==> src/rtl/core/mfcu_pkg.sv <==
package mfcu_pkg;

  localparam int unsigned ADDR_W     = 7;
  localparam int unsigned WORD_W     = 32;
  localparam int unsigned CRC_W      = 8;
  localparam int unsigned FIELD_W    = 12;
  localparam int unsigned FRAME_BITS = 48;

  localparam logic [CRC_W-1:0] CRC_POLY = 8'h07;
  localparam logic [CRC_W-1:0] REG_HIGH = 8'h28;
  localparam logic [CRC_W-1:0] REG_LOW  = 8'h29;

  // The first field sits in the lowest bits, so members are listed from the top down.
  typedef struct packed {
    logic [CRC_W-1:0]  low_crc;
    logic [WORD_W-1:0] low_word;
    logic [CRC_W-1:0]  high_crc;
    logic [WORD_W-1:0] high_word;
    logic [ADDR_W-1:0] device_address;
  } in_item_t;

  typedef struct packed {
    logic signed [FIELD_W-1:0] field_z;
    logic signed [FIELD_W-1:0] field_y;
    logic signed [FIELD_W-1:0] field_x;
  } fields_t;

  // The CRC has no initial value and no final xor, so it is linear in the frame bits.
  // This returns the CRC of a frame in which only bit pos is set.
  function automatic logic [CRC_W-1:0] crc8_col(input int unsigned pos);
    logic [CRC_W-1:0] crc;
    logic             fb;
    crc = '0;
    for (int b = FRAME_BITS - 1; b >= 0; b--) begin
      fb  = crc[CRC_W-1] ^ (b == int'(pos));
      crc = {crc[CRC_W-2:0], 1'b0} ^ (fb ? CRC_POLY : '0);
    end
    return crc;
  endfunction

endpackage

==> src/rtl/core/magnetometer_frame_check_unpack_top.sv <==
// Channel   Direction  tdata (low bit up)                                         tuser
// in_       slave      device_address, high_word, high_crc, low_word, low_crc, 0  none
// out_      master     field_x, field_y, field_z, 0 pad                           crc_ok
//
// One transfer is taken per cycle when the output side keeps up.
// Each transfer passes through two registers: the input register, then the result register.
// Both CRC checks and the unpacking sit between those two registers.
// A synchronous low rst_n empties both registers.
// While out_tready is low a valid result is held, and in_tready drops once both registers are full.
module magnetometer_frame_check_unpack_top (
  input  logic        clk,
  input  logic        rst_n,
  input  logic        in_tvalid,
  output logic        in_tready,
  // device_address[6:0], high_word[38:7], high_crc[46:39], low_word[78:47], low_crc[86:79]
  input  logic [87:0] in_tdata,
  output logic        out_tvalid,
  input  logic        out_tready,
  // field_x[11:0], field_y[23:12], field_z[35:24], zero[39:36]
  output logic [39:0] out_tdata,
  // crc_ok[0]
  output logic [0:0]  out_tuser
);

  mfcu_pkg::in_item_t item_r, item_nxt;
  logic               s1_valid_r, s1_valid_nxt;
  logic               out_valid_r, out_valid_nxt;
  mfcu_pkg::fields_t  fields_r, fields_nxt;
  logic               crc_ok_r, crc_ok_nxt;
  logic               high_ok, low_ok;
  logic               out_load;

  assign out_load  = !out_valid_r || out_tready;
  assign in_tready = !s1_valid_r || out_load;

  mfcu_crc8_check #(.REG_NUM(mfcu_pkg::REG_HIGH)) u_crc_high (
    .device_address (item_r.device_address),
    .word           (item_r.high_word),
    .rx_crc         (item_r.high_crc),
    .match          (high_ok)
  );

  mfcu_crc8_check #(.REG_NUM(mfcu_pkg::REG_LOW)) u_crc_low (
    .device_address (item_r.device_address),
    .word           (item_r.low_word),
    .rx_crc         (item_r.low_crc),
    .match          (low_ok)
  );

  assign crc_ok_nxt = high_ok && low_ok;

  mfcu_unpack u_unpack (
    .high_word (item_r.high_word),
    .low_word  (item_r.low_word),
    .crc_ok    (crc_ok_nxt),
    .fields    (fields_nxt)
  );

  assign item_nxt      = in_tdata[$bits(mfcu_pkg::in_item_t)-1:0];
  assign s1_valid_nxt  = in_tready ? in_tvalid : s1_valid_r;
  assign out_valid_nxt = out_load ? s1_valid_r : out_valid_r;

  always_ff @(posedge clk) begin
    if (!rst_n) begin
      s1_valid_r  <= 1'b0;
      out_valid_r <= 1'b0;
    end else begin
      s1_valid_r  <= s1_valid_nxt;
      out_valid_r <= out_valid_nxt;
    end
  end

  always_ff @(posedge clk) begin
    if (in_tready && in_tvalid) begin
      item_r <= item_nxt;
    end
    if (out_load && s1_valid_r) begin
      fields_r <= fields_nxt;
      crc_ok_r <= crc_ok_nxt;
    end
  end

  assign out_tvalid   = out_valid_r;
  assign out_tdata    = {4'b0, fields_r};
  assign out_tuser[0] = crc_ok_r;

  a_bad_crc_zero: assert property (@(posedge clk) disable iff (!rst_n)
    out_tvalid && !out_tuser[0] |-> out_tdata[35:0] == 36'd0)
    else $error("fields not cleared on CRC mismatch");

  a_advance: assert property (@(posedge clk) disable iff (!rst_n)
    s1_valid_r && out_load |=> out_tvalid)
    else $error("input stage item lost");

  a_ok_follows: assert property (@(posedge clk) disable iff (!rst_n)
    s1_valid_r && out_load |=> out_tuser[0] == $past(high_ok && low_ok))
    else $error("crc_ok does not follow both checks");

  a_reset_empty: assert property (@(posedge clk)
    !rst_n |=> !out_tvalid && !s1_valid_r)
    else $error("pipeline not empty after reset");

endmodule

==> src/rtl/core/mfcu_crc8_check.sv <==
module mfcu_crc8_check #(
  parameter logic [7:0] REG_NUM = 8'h28
) (
  input  logic [mfcu_pkg::ADDR_W-1:0] device_address,
  input  logic [mfcu_pkg::WORD_W-1:0] word,
  input  logic [mfcu_pkg::CRC_W-1:0]  rx_crc,
  output logic                        match
);

  logic [mfcu_pkg::FRAME_BITS-1:0] frame;
  logic [mfcu_pkg::CRC_W-1:0]      terms [mfcu_pkg::FRAME_BITS];
  logic [mfcu_pkg::CRC_W-1:0]      crc;

  assign frame = {REG_NUM, device_address, 1'b1, word};

  for (genvar i = 0; i < int'(mfcu_pkg::FRAME_BITS); i++) begin : g_col
    localparam logic [mfcu_pkg::CRC_W-1:0] COL = mfcu_pkg::crc8_col(i);
    assign terms[i] = frame[i] ? COL : '0;
  end

  always_comb begin
    crc = '0;
    for (int i = 0; i < int'(mfcu_pkg::FRAME_BITS); i++) begin
      crc = crc ^ terms[i];
    end
  end

  assign match = (crc == rx_crc);

endmodule

==> src/rtl/core/mfcu_unpack.sv <==
module mfcu_unpack (
  input  logic [mfcu_pkg::WORD_W-1:0] high_word,
  input  logic [mfcu_pkg::WORD_W-1:0] low_word,
  input  logic                        crc_ok,
  output mfcu_pkg::fields_t           fields
);

  always_comb begin
    if (crc_ok) begin
      fields.field_x = {high_word[31:24], low_word[19:16]};
      fields.field_y = {high_word[23:16], low_word[15:12]};
      fields.field_z = {high_word[15:8],  low_word[11:8]};
    end else begin
      fields = '0;
    end
  end

endmodule

==> config.mk <==
export PLATFORM = sky130hd
export DESIGN_NAME = magnetometer_frame_check_unpack_top
export DESIGN_NICKNAME = d
export VERILOG_FILES = /design/src/rtl/core/mfcu_pkg.sv /design/src/rtl/core/magnetometer_frame_check_unpack_top.sv /design/src/rtl/core/mfcu_crc8_check.sv /design/src/rtl/core/mfcu_unpack.sv
export SDC_FILE = /design/constraint.sdc
export NUM_CORES = 1
export LEC_CHECK = 0
export BUFFER_PORTS_ARGS = -buffer_cell sky130_fd_sc_hd__buf_2
export CAP_MARGIN = 25
export CELL_PAD_IN_SITES_DETAIL_PLACEMENT = 0
export CELL_PAD_IN_SITES_GLOBAL_PLACEMENT = 1
export CORE_ASPECT_RATIO = 1.25
export CORE_MARGIN = 2
export CORE_UTILIZATION = 41
export CTS_CLUSTER_DIAMETER = 30
export CTS_CLUSTER_SIZE = 25
export DETAILED_ROUTE_END_ITERATION = 12
export PLACE_DENSITY_LB_ADDON = 0.05
export SYNTH_ARGS = -nofsm -noshare
export SYNTH_HDL_FRONTEND = slang
export SYNTH_SLANG_ARGS = --single-unit
==> constraint.sdc <==
create_clock -name clk -period 2.7 [get_ports clk]
set_input_delay 0.135 -clock clk [delete_from_list [all_inputs] [get_ports clk]]
set_output_delay 0.135 -clock clk [all_outputs]
set_load 0.02 [all_outputs]
==> results.md, run 1 <==
* Status: complete, but fails checks
* Failing checks: setup timing
* RSZ-0062 raised after global routing: yes
* CP startpoint kind: flip-flop
* Leak pwr at approximately 4 nW
* Slew Limit Fails at 0
* # port buffers at about 130
* Antenna diodes at 0
* Clock buffer depth at 2
* Die Span Y at about 150 um
* VDD IR max at about 0.57 mV
* Yosys reg bits at between 100 and 150
* Post-synth ARST share at 0
* Root buffer cell: clkbuf_16
* Worst path required time at a little under 3 ns
* Vias in the first global route at between 4k and 5k
* Dpl ws at -0.103 ns
* PwrDens at approximately 800 nW/um^2
* Yosys top cell by area: edfxtp_1
* CP dominant cell by count: xnor3_1
* Post-synth cell types at 30
* # DRC at 0
* Die width at 117 um
* Setup TNS at -0.0726 ns
* Top FF cell, synth: edfxtp_1
* Netlist area before placement at about 6500 sq um
* # IOs at 135
* Clk sink count at approximately 130
* Initial antenna violation count at 0
* Max_cap viols at 0
* Area of the multi-input gates at 3120 sq um
* Worst min path class: in -> reg
* Register Area at ~3800 sq um
* Placer congestion estimate at around 0.85
* Cts bufs inserted at 17
* Wire length per cell at just under 20 um
* Total track usage at 0.206
* Worst path slowest cell: edfxtp_1
* Fill count at between 1k and 1.5k
* Synthesis-to-layout area growth at 51.8%
* Worst path bufs/invs at 2
* First-pass GRT wire length at about 25,000 um
* Worst setup margin at -0.0218 ns
* Tightest Pin Transition at around 0.52 ns
* Nets@finish at ~760
* Initial DRC Count at approximately 250
* Final Cycle Share at 1.01
* Worst-path fanout max at 8
* Final setup fails at 7
* Number of synthesized flops with an enable pin at around 120
* Synth top area share at 0.570
* Core Area at ~16,000 sq um
* Yosys Warn Count at 0
* Crit path max-delay family: XOR/XNOR gates
* CTS tree: done
* Largest cells by area after synthesis: edfxtp_1 57%, xnor2_1 13%, xnor3_1 10%, nor4_2 5.7%, o2111ai_1 5.0%
* Final HPWL DP at 11,600 um
* Setup Skew at around 0.0087 ns
* Mean area per synthesized cell at 16.5 sq um
* Sequential fraction of the synthesis area at 0.576
* Final Hold Vio Count at 0
* Critical Path AT at 2.96 ns
* Via count at ~4.4k
* First drt pass iteration count at 5
* Vias/cell at between 4 and 5
* Final min period at ~2.7 ns
* Total grt overflow at 0
* Cell count after synthesis at around 400
* Setup CP Type: reg -> reg
* Slew Limit Headroom at 0.652
* Worst setup EP type: flip-flop
* Share of cells above drive strength 1 at 0.421
* Critical path's largest stage delay at approximately 0.47 ns
* Num rows at slightly above 50
* Total Wirelength at 17,400 um
* Initial Utilization at 0.420
* Fmax at roughly 0.37 GHz
* Register clock-pin slew on the reported worst setup and hold paths at around 0.050 ns
* Worst path cell trace: xnor3_1, xnor2_2, xnor3_1, or3_1, a21o_4, buf_12, buf_4, nor4_4
* Pin count of the biggest net entering global routing at 43
* Die area at 17,000 sq um
* DRT antenna net count at 0
* # H-tree levels at 4
* Worst-Skew Late Latency at about 0.42 ns
## synth_stat cells, types with 2 or more instances
cell type  number
and3_1          4
nor4_1          7
buf_12          3
o2111ai_1      37
xnor3_1        29
buf_4           4
xor2_1         16
nor3_1          3
xnor2_1        98
edfxtp_1      124
nor2b_1         3
clkbuf_1       14
nor4_2         30
buf_2           6
dfxtp_1         2
## routing by layer
metal	share of wire	global-route usage
met5	0	0
met4	0.016	0.0624
met3	0.037	0.0430
met2	0.57	0.377
met1	0.38	0.236
## per-stage QoR
step | instances | area (sq um) | hold slack (ns) | total power [W] | utilization
after CTS | 880 | 9440 | 0.0874 | 0.00759 | 0.606
after floorplan | 398 | 6560 | 0.234 | 0.00416 | -
final | 893 | 9920 | 0.113 | 0.00815 | 0.637
after global routing | 893 | 9920 | 0.125 | 0.00847 | 0.637
after detailed placement | 757 | 7760 | 0.313 | 0.00498 | 0.498
after global placement | 757 | 7760 | 0.312 | 0.00495 | 0.498
## where the power goes
part           switching [W]  internal (W)  leakage [nW]
Clock               0.000781       0.00143         0.272
Combinational        0.00197       0.00162          2.56
Sequential         0.0000855       0.00227          1.19
## worst register-to-register path: stages, from the launching register on
cell and delay [ns]:
edfxtp_1 0.47, xnor3_1 0.42, xnor2_2 0.16, xnor3_1 0.42, or3_1 0.34, a21o_4 0.30
buf_12 0.17, buf_4 0.15, nor4_4 0.13
## layout make-up
type / instances / share of cell area
sequential: 126 / 0.379
clock inverter: 9 / 0.0121
timing repair buffer: 281 / 0.223
tap: 212 / 0.0267
multi-input combinational: 244 / 0.315
clock buffer: 21 / 0.0444
## path summary, 6_finish.rpt
path                                  from       endpoint  slack [ns]  depth (start not counted)
worst max-delay path            item_r[34]  out_tdata[17]       -0.02                          8
worst min-delay path            out_tready     out_tvalid        0.11                          3
worst max register to register  item_r[34]  out_tdata[17]       -0.02                          8
worst min register to register  s1_valid_r     out_tvalid        0.54                          1
## cell families after synthesis
logic type                synth area share
DFF                                  0.576
xor gates and xnor gates             0.263
buffers and inverters               0.0281
and+or+nand+nor                     0.0779
other                             0.000574
AOI/OAI and AO/OA                   0.0547
## cell usage in the layout (no fill, tap or decap), types with 2 or more instances in the layout
cell type / instances
and3_1: 2
and3_4: 2
buf_12: 8
buf_16: 2
buf_2: 129
buf_4: 45
buf_6: 6
bufinv_16: 3
clkbuf_1: 4
clkbuf_16: 19
clkinv_1: 2
clkinv_2: 3
conb_1: 4
dfxtp_1: 2
dlygate4sd3_1: 89
edfxtp_1: 124
nor2b_1: 2
nor3_2: 3
nor4_2: 9
nor4_4: 28
o2111ai_1: 35
xnor2_1: 83
xnor2_2: 16
xnor3_1: 28
xnor3_2: 2
xor2_1: 13
xor2_2: 2
## repair_timing
action                     CTS  global route
gates resized for setup     24            48
hold buffers                89             0
pin swaps                   15            25
setup endpoints to repair   37            37
hold endpoints to repair    89             0
gates cloned                 2             2
setup buffers                2            11
## flip-flops by register name, indices dropped and copies added (netlist names)
name	cells
item_r	87
out_tdata	36
out_tuser	1
out_tvalid	1
s1_valid_r	1
Power figures use the tool's default switching activity.
==> run 2, diff against run 1 <==
- CELL_PAD_IN_SITES_DETAIL_PLACEMENT: 0 -> default
- CELL_PAD_IN_SITES_GLOBAL_PLACEMENT: 1 -> default
- CORE_UTILIZATION: 41 -> 45
==> run 2 against run 1 <==
The run still ends with setup timing left. Fmax shrank 1.2%. Utilization is 4.3 points higher. Cell count decreased by 4.5%. Register-to-register slack lost 0.03 ns. Die area fell by 8.6%. Non-clock buffer count is 8 lower. Wire length down 3.1%. Setup slack worse by 0.034 ns. Flip-flop and latch count stayed put. Global-route usage grew 0.49 points. Clock skew is 0.0016 ns lower. Worst hold slack lost 0.010 ns. Largest cell class unchanged.
==> results.md, run 2 (synthesized netlist as in run 1, its figures left out) <==
* Worst-Skew Late Latency at 0.42 ns
* Setup slack, reg-to-reg at -0.06 ns
* Hold Path Cell Cnt at 3
* First-pass GRT wire length at around 25,000 um
* Max FFs per register at 87
* DRT antenna net count at 0
* Most flops, register: item_r
* Final Hold Vio Count at 0
* Core Area at ~14,000 sq um
* Critical R2R Launch: item_r[69]
* Die area at between 15,000 and 20,000 sq um
* Initial Utilization at 0.458
* Setup CP Type: reg -> reg
* RSZ-0062 raised after global routing: yes
* Most frequent cells in the layout: 129 x buf_2, 124 x edfxtp_1, 89 x xnor2_1, 89 x dlygate4sd3_1, 39 x buf_4
* CP startpoint kind: flip-flop
* Wire length per cell at slightly below 20 um
* Failing checks: setup timing
* Final HPWL DP at between 10,000 and 15,000 um
* Share of cells above drive strength 1 at 0.406
* Vias/cell at between 5 and 6
* Leading cell type in the layout, fill and taps excluded: buf_2
* First drt pass iteration count at 4
* Antenna diodes at 0
* Via count at roughly 4.4k
* Nets@finish at approximately 750
* Die Span Y at 139 um
* Clock buffer depth at 2
* Worst setup margin at -0.0555 ns
* Register clock-pin slew on the reported worst setup and hold paths at approximately 0.060 ns
* Hold slack at a little over 0.1 ns
* Max_cap viols at 0
* VDD IR max at between 0.5 and 0.6 mV
* Fmax at about 0.36 GHz
* Worst-path fanout max at 7
* Slew Limit Headroom at 0.660
* Cell area after layout at between 9000 and 10,000 sq um
* Die width at 112 um
* Initial DRC Count at 209
* Leak pwr at about 3.9 nW
* Worst Setup SP: item_r[69]
* Hold path endpoint: out_tvalid
* Num rows at between 40 and 50
* Root buffer cell: clkbuf_16
* Final setup fails at 6
* CTS tree: done
* Vias in the first global route at 4,506
* Worst reg2reg endpoint: out_tdata[31]
* Clk sink count at ~130
* Placer congestion estimate at just over 0.8
* # port buffers at roughly 130
* Total Wirelength at roughly 17,000 um
* Tightest Pin Transition at slightly above 0.5 ns
* Worst setup EP type: flip-flop
* Dpl ws at -0.158 ns
* Status: complete, but fails checks
* Worst R2R Path Depth at 8
* Slew Limit Fails at 0
* # IOs at approximately 140
* Synthesis-to-layout area growth at 48.5%
* Total grt overflow at 0
* Final Cycle Share at 1.02
* Setup Skew at 0.00708 ns
* Pin count of the biggest net entering global routing at 38
* Cts bufs inserted at 17
* Worst min path class: in -> reg
* PwrDens at 824 nW/um^2
* Initial antenna violation count at 0
* Hold_sp: out_tready
* Post-route core utilization at 0.680
* # H-tree levels at 4
* Post-DP Area at between 7000 and 8000 sq um
* Critical Path AT at about 3 ns
* Worst path required time at ~3 ns
* # DRC at 0
* Final min period at approximately 2.8 ns
* Total track usage at 0.211
[run 2: routing by layer]
layer	vias up	part of all wire	track usage
met1	2158	0.38	0.257
met2	160	0.54	0.371
met3	30	0.050	0.0468
li1	2074	-	-
met4	0	0.028	0.0721
met5	-	0	0
[run 2: through the flow]
step,std cells,TNS (ns),total power (W)
3_3_place_gp,723,-2.41,0.00494
3_5_place_dp,723,-3.27,0.00497
2_1_floorplan,398,0,0.00416
5_1_grt,853,-3.33,0.00829
6_report,853,-0.0828,0.00800
4_1_cts,846,0,0.00745
[run 2: how the worst max path moves through the flow]
stage | end | slack, ns | depth (start not counted)
after detailed placement | out_tdata[1] | -0.16 | 8
after CTS | out_tdata[20] | 0.001 | 8
after global placement | out_tdata[23] | -0.09 | 8
after global routing | out_tdata[31] | -0.18 | 8
after floorplan | out_tdata[10] | 0.02 | 8
final | out_tdata[31] | -0.06 | 8
[run 2: worst max-delay path, cell delays in order (launching register included)]
cell and delay, ns:
edfxtp_1 0.39, xnor3_1 0.40, xnor3_1 0.43, xnor2_2 0.21
buf_4 0.16, xnor3_1 0.23, a21o_4 0.27, buf_16 0.17
nor4_2 0.29
[run 2: report_power, final]
part	total [W]	switching [W]	internal, W
combinational	0.00333	0.00184	0.00149
clock	0.00232	0.000875	0.00144
sequential	0.00235	0.0000779	0.00227
[run 2: cell type report]
cell class / count / area [sq um]
Fill cell: 999 / 4580
Clock buffer: 17 / 425
Clock inverter: 15 / 170
Timing Repair Buffer: 273 / 2150
Multi-Input combinational cell: 244 / 2980
Tap cell: 178 / 223
Sequential cell: 126 / 3760
[run 2: repair_timing]
item / CTS / global route
pin swaps: 4 / 21
setup endpoints to repair: 37 / 37
hold buffers: 89 / 0
endpoints found under the hold margin: 89 / 0
buffers inserted: 2 / 1
cloned: 0 / 6
resized for setup: 9 / 35
==> run 3, diff against run 2 <==
==> constraint.sdc (replaced) <==
create_clock -name clk -period 2.7 [get_ports clk]
set_input_delay 0.27 -clock clk [delete_from_list [all_inputs] [get_ports clk]]
set_output_delay 0.27 -clock clk [all_outputs]
set_load 0.02 [all_outputs]
==> run 3 against run 2 <==
The run now ends clean. Critical path depth fell by 1. Global-route usage fell by 0.55 points. First-iteration DRC count fell by 9.6%. Sequential share of layout area rose by 1.0 points. Wire length fell by 1.9%. Flip-flop and latch count did not move. Non-clock buffer count fell by 54. Setup slack improved by 0.065 ns. Critical path type unchanged.
==> results.md, run 3 (synthesized netlist as in run 1, its figures left out) <==
* Status: complete, no violations
* Slew Limit Fails at 0
* DRT antenna net count at 0
* Met1 WL at between 6000 and 7000 um
* Initial Utilization at 0.458
* Die area at around 16,000 sq um
* Placer congestion estimate at around 0.87
* Area of the multi-input gates at around 3100 sq um
* Final Cycle Share at 0.997
* Total track usage at 0.206
* Overall Power at 0.00886 W
* Most flops, register: item_r
* VDD IR max at approximately 0.62 mV
* Clock buffer depth at 2
* Wire length per cell at between 20 and 25 um
* Worst-path fanout max at 18
* Fmax at between 0.3 and 0.4 GHz
* Initial antenna violation count at 0
* Die width at roughly 110 um
* Setup slack, reg-to-reg at between 0.009 and 0.01 ns
* Critical Path AT at between 2 and 3 ns
* Core Area at roughly 14,000 sq um
* Setup CP Type: reg -> reg
* Max FFs per register at between 80 and 90
* CTS tree: done
* # IOs at around 140
* Worst setup EP type: flip-flop
* Critical R2R Launch: item_r[34]
* Final non-filler cell total at ~800
* Worst-Skew Late Latency at 0.42 ns
* Final min period at 2.69 ns
* Initial DRC Count at between 150 and 200
* Share of cells above drive strength 1 at 0.510
* Leading cell type in the layout, fill and taps excluded: buf_2
* Root buffer cell: clkbuf_16
* Cts bufs inserted at 17
* Tightest Pin Transition at 0.519 ns
* # DRC at 0
* Max_cap viols at 0
* Vias in the first global route at about 4.2k
* Clk sink count at 126
* Antenna diodes at 0
* Most frequent cells in the layout: 129 x buf_2, 124 x edfxtp_1, 78 x xnor2_1
* Total Wirelength at 16,500 um
* Via count at between 4k and 5k
* Worst setup margin at just over 0.009 ns
* Dpl ws at -0.0350 ns
* PwrDens at between 900 and 1000 nW/um^2
* Slew Limit Headroom at 0.654
* Total grt overflow at 0
* Setup Skew at around 0.011 ns
* Hold_sp: in_tdata[7]
* Cells after DPL at a little over 700
* Worst path required time at slightly below 3 ns
* First-pass GRT wire length at approximately 24,000 um
* # H-tree levels at 4
* RSZ-0062 raised after global routing: yes
* Die Span Y at about 140 um
* Highest metal used: met4
* Met3 routed WL at between 800 and 900 um
* Register clock-pin slew on the reported worst setup and hold paths at around 0.06 ns
* Vias/cell at about 5.3
* Final HPWL DP at 10,700 um
* Worst Setup SP: item_r[34]
* Num rows at 49
* Met2 routed WL at 8840 um
* Worst min path class: in -> reg
* Leak pwr at ~3.7 nW
* # port buffers at ~130
* Final setup fails at 0
* Final Hold Vio Count at 0
* CP startpoint kind: flip-flop
* First drt pass iteration count at 4
* Fill count at 1,042
* Nets@finish at 700
* Pin count of the biggest net entering global routing at 44
* Synthesis-to-layout area growth at 44.8%
* Register Area at roughly 3800 sq um
-- run 3: final timing paths --
kind,endpoint,cells after the start
setup / recovery,out_tdata[11],7
hold / removal,item_r[7],1
setup reg to reg,out_tdata[11],7
hold reg to reg,out_tvalid,1
-- run 3: through the flow --
| step | hold slack (ns) | util | setup TNS (ns) | area (sq um) |
|---|---|---|---|---|
| after floorplan | 0.369 | - | 0 | 6560 |
| after global placement | 0.446 | 0.542 | -0.0393 | 7740 |
| after detailed placement | 0.448 | 0.542 | -0.176 | 7740 |
| after CTS | 0.000656 | 0.614 | -0.0660 | 8770 |
| after global routing | 0.00597 | 0.663 | -1.74 | 9470 |
| final | 0.0228 | 0.663 | 0 | 9470 |
-- run 3: routing by layer --
layer	track usage	vias to the layer above
li1	-	1966
met1	0.246	2115
met2	0.359	155
met3	0.0485	31
met4	0.0806	0
met5	0	-
-- run 3: final cells by class --
type                            instances  share of cell area
Sequential cell                       126               0.398
Clock inverter                         10              0.0219
Multi-Input combinational cell        244               0.331
Clock buffer                           22              0.0501
Tap cell                              178              0.0235
Timing Repair Buffer                  219               0.176
-- run 3: what timing repair did --
item                                    in CTS  in global routing
setup buffers                                1                 16
gates cloned                                 2                  7
hold endpoints to repair                    19                  0
pin swaps                                    7                 10
hold buffers                                19                  0
resized for setup                           15                 55
endpoints found under the setup margin      24                 37
-- run 3: power breakdown --
| part | switching, W | internal (W) | total (W) |
|---|---|---|---|
| Clock | 0.000827 | 0.00180 | 0.00263 |
| Sequential | 0.0000827 | 0.00227 | 0.00235 |
| Combinational | 0.00204 | 0.00183 | 0.00387 |
| Total | 0.00295 | 0.00590 | 0.00886 |
-- run 3: critical path, cell delays in order, from the launching register on --
cell and delay (ns):
edfxtp_1 0.42, xnor3_1 0.39, xnor2_1 0.18, xnor3_1 0.43
or3_1 0.39, a21o_4 0.26, buf_16 0.18, nor4_2 0.26
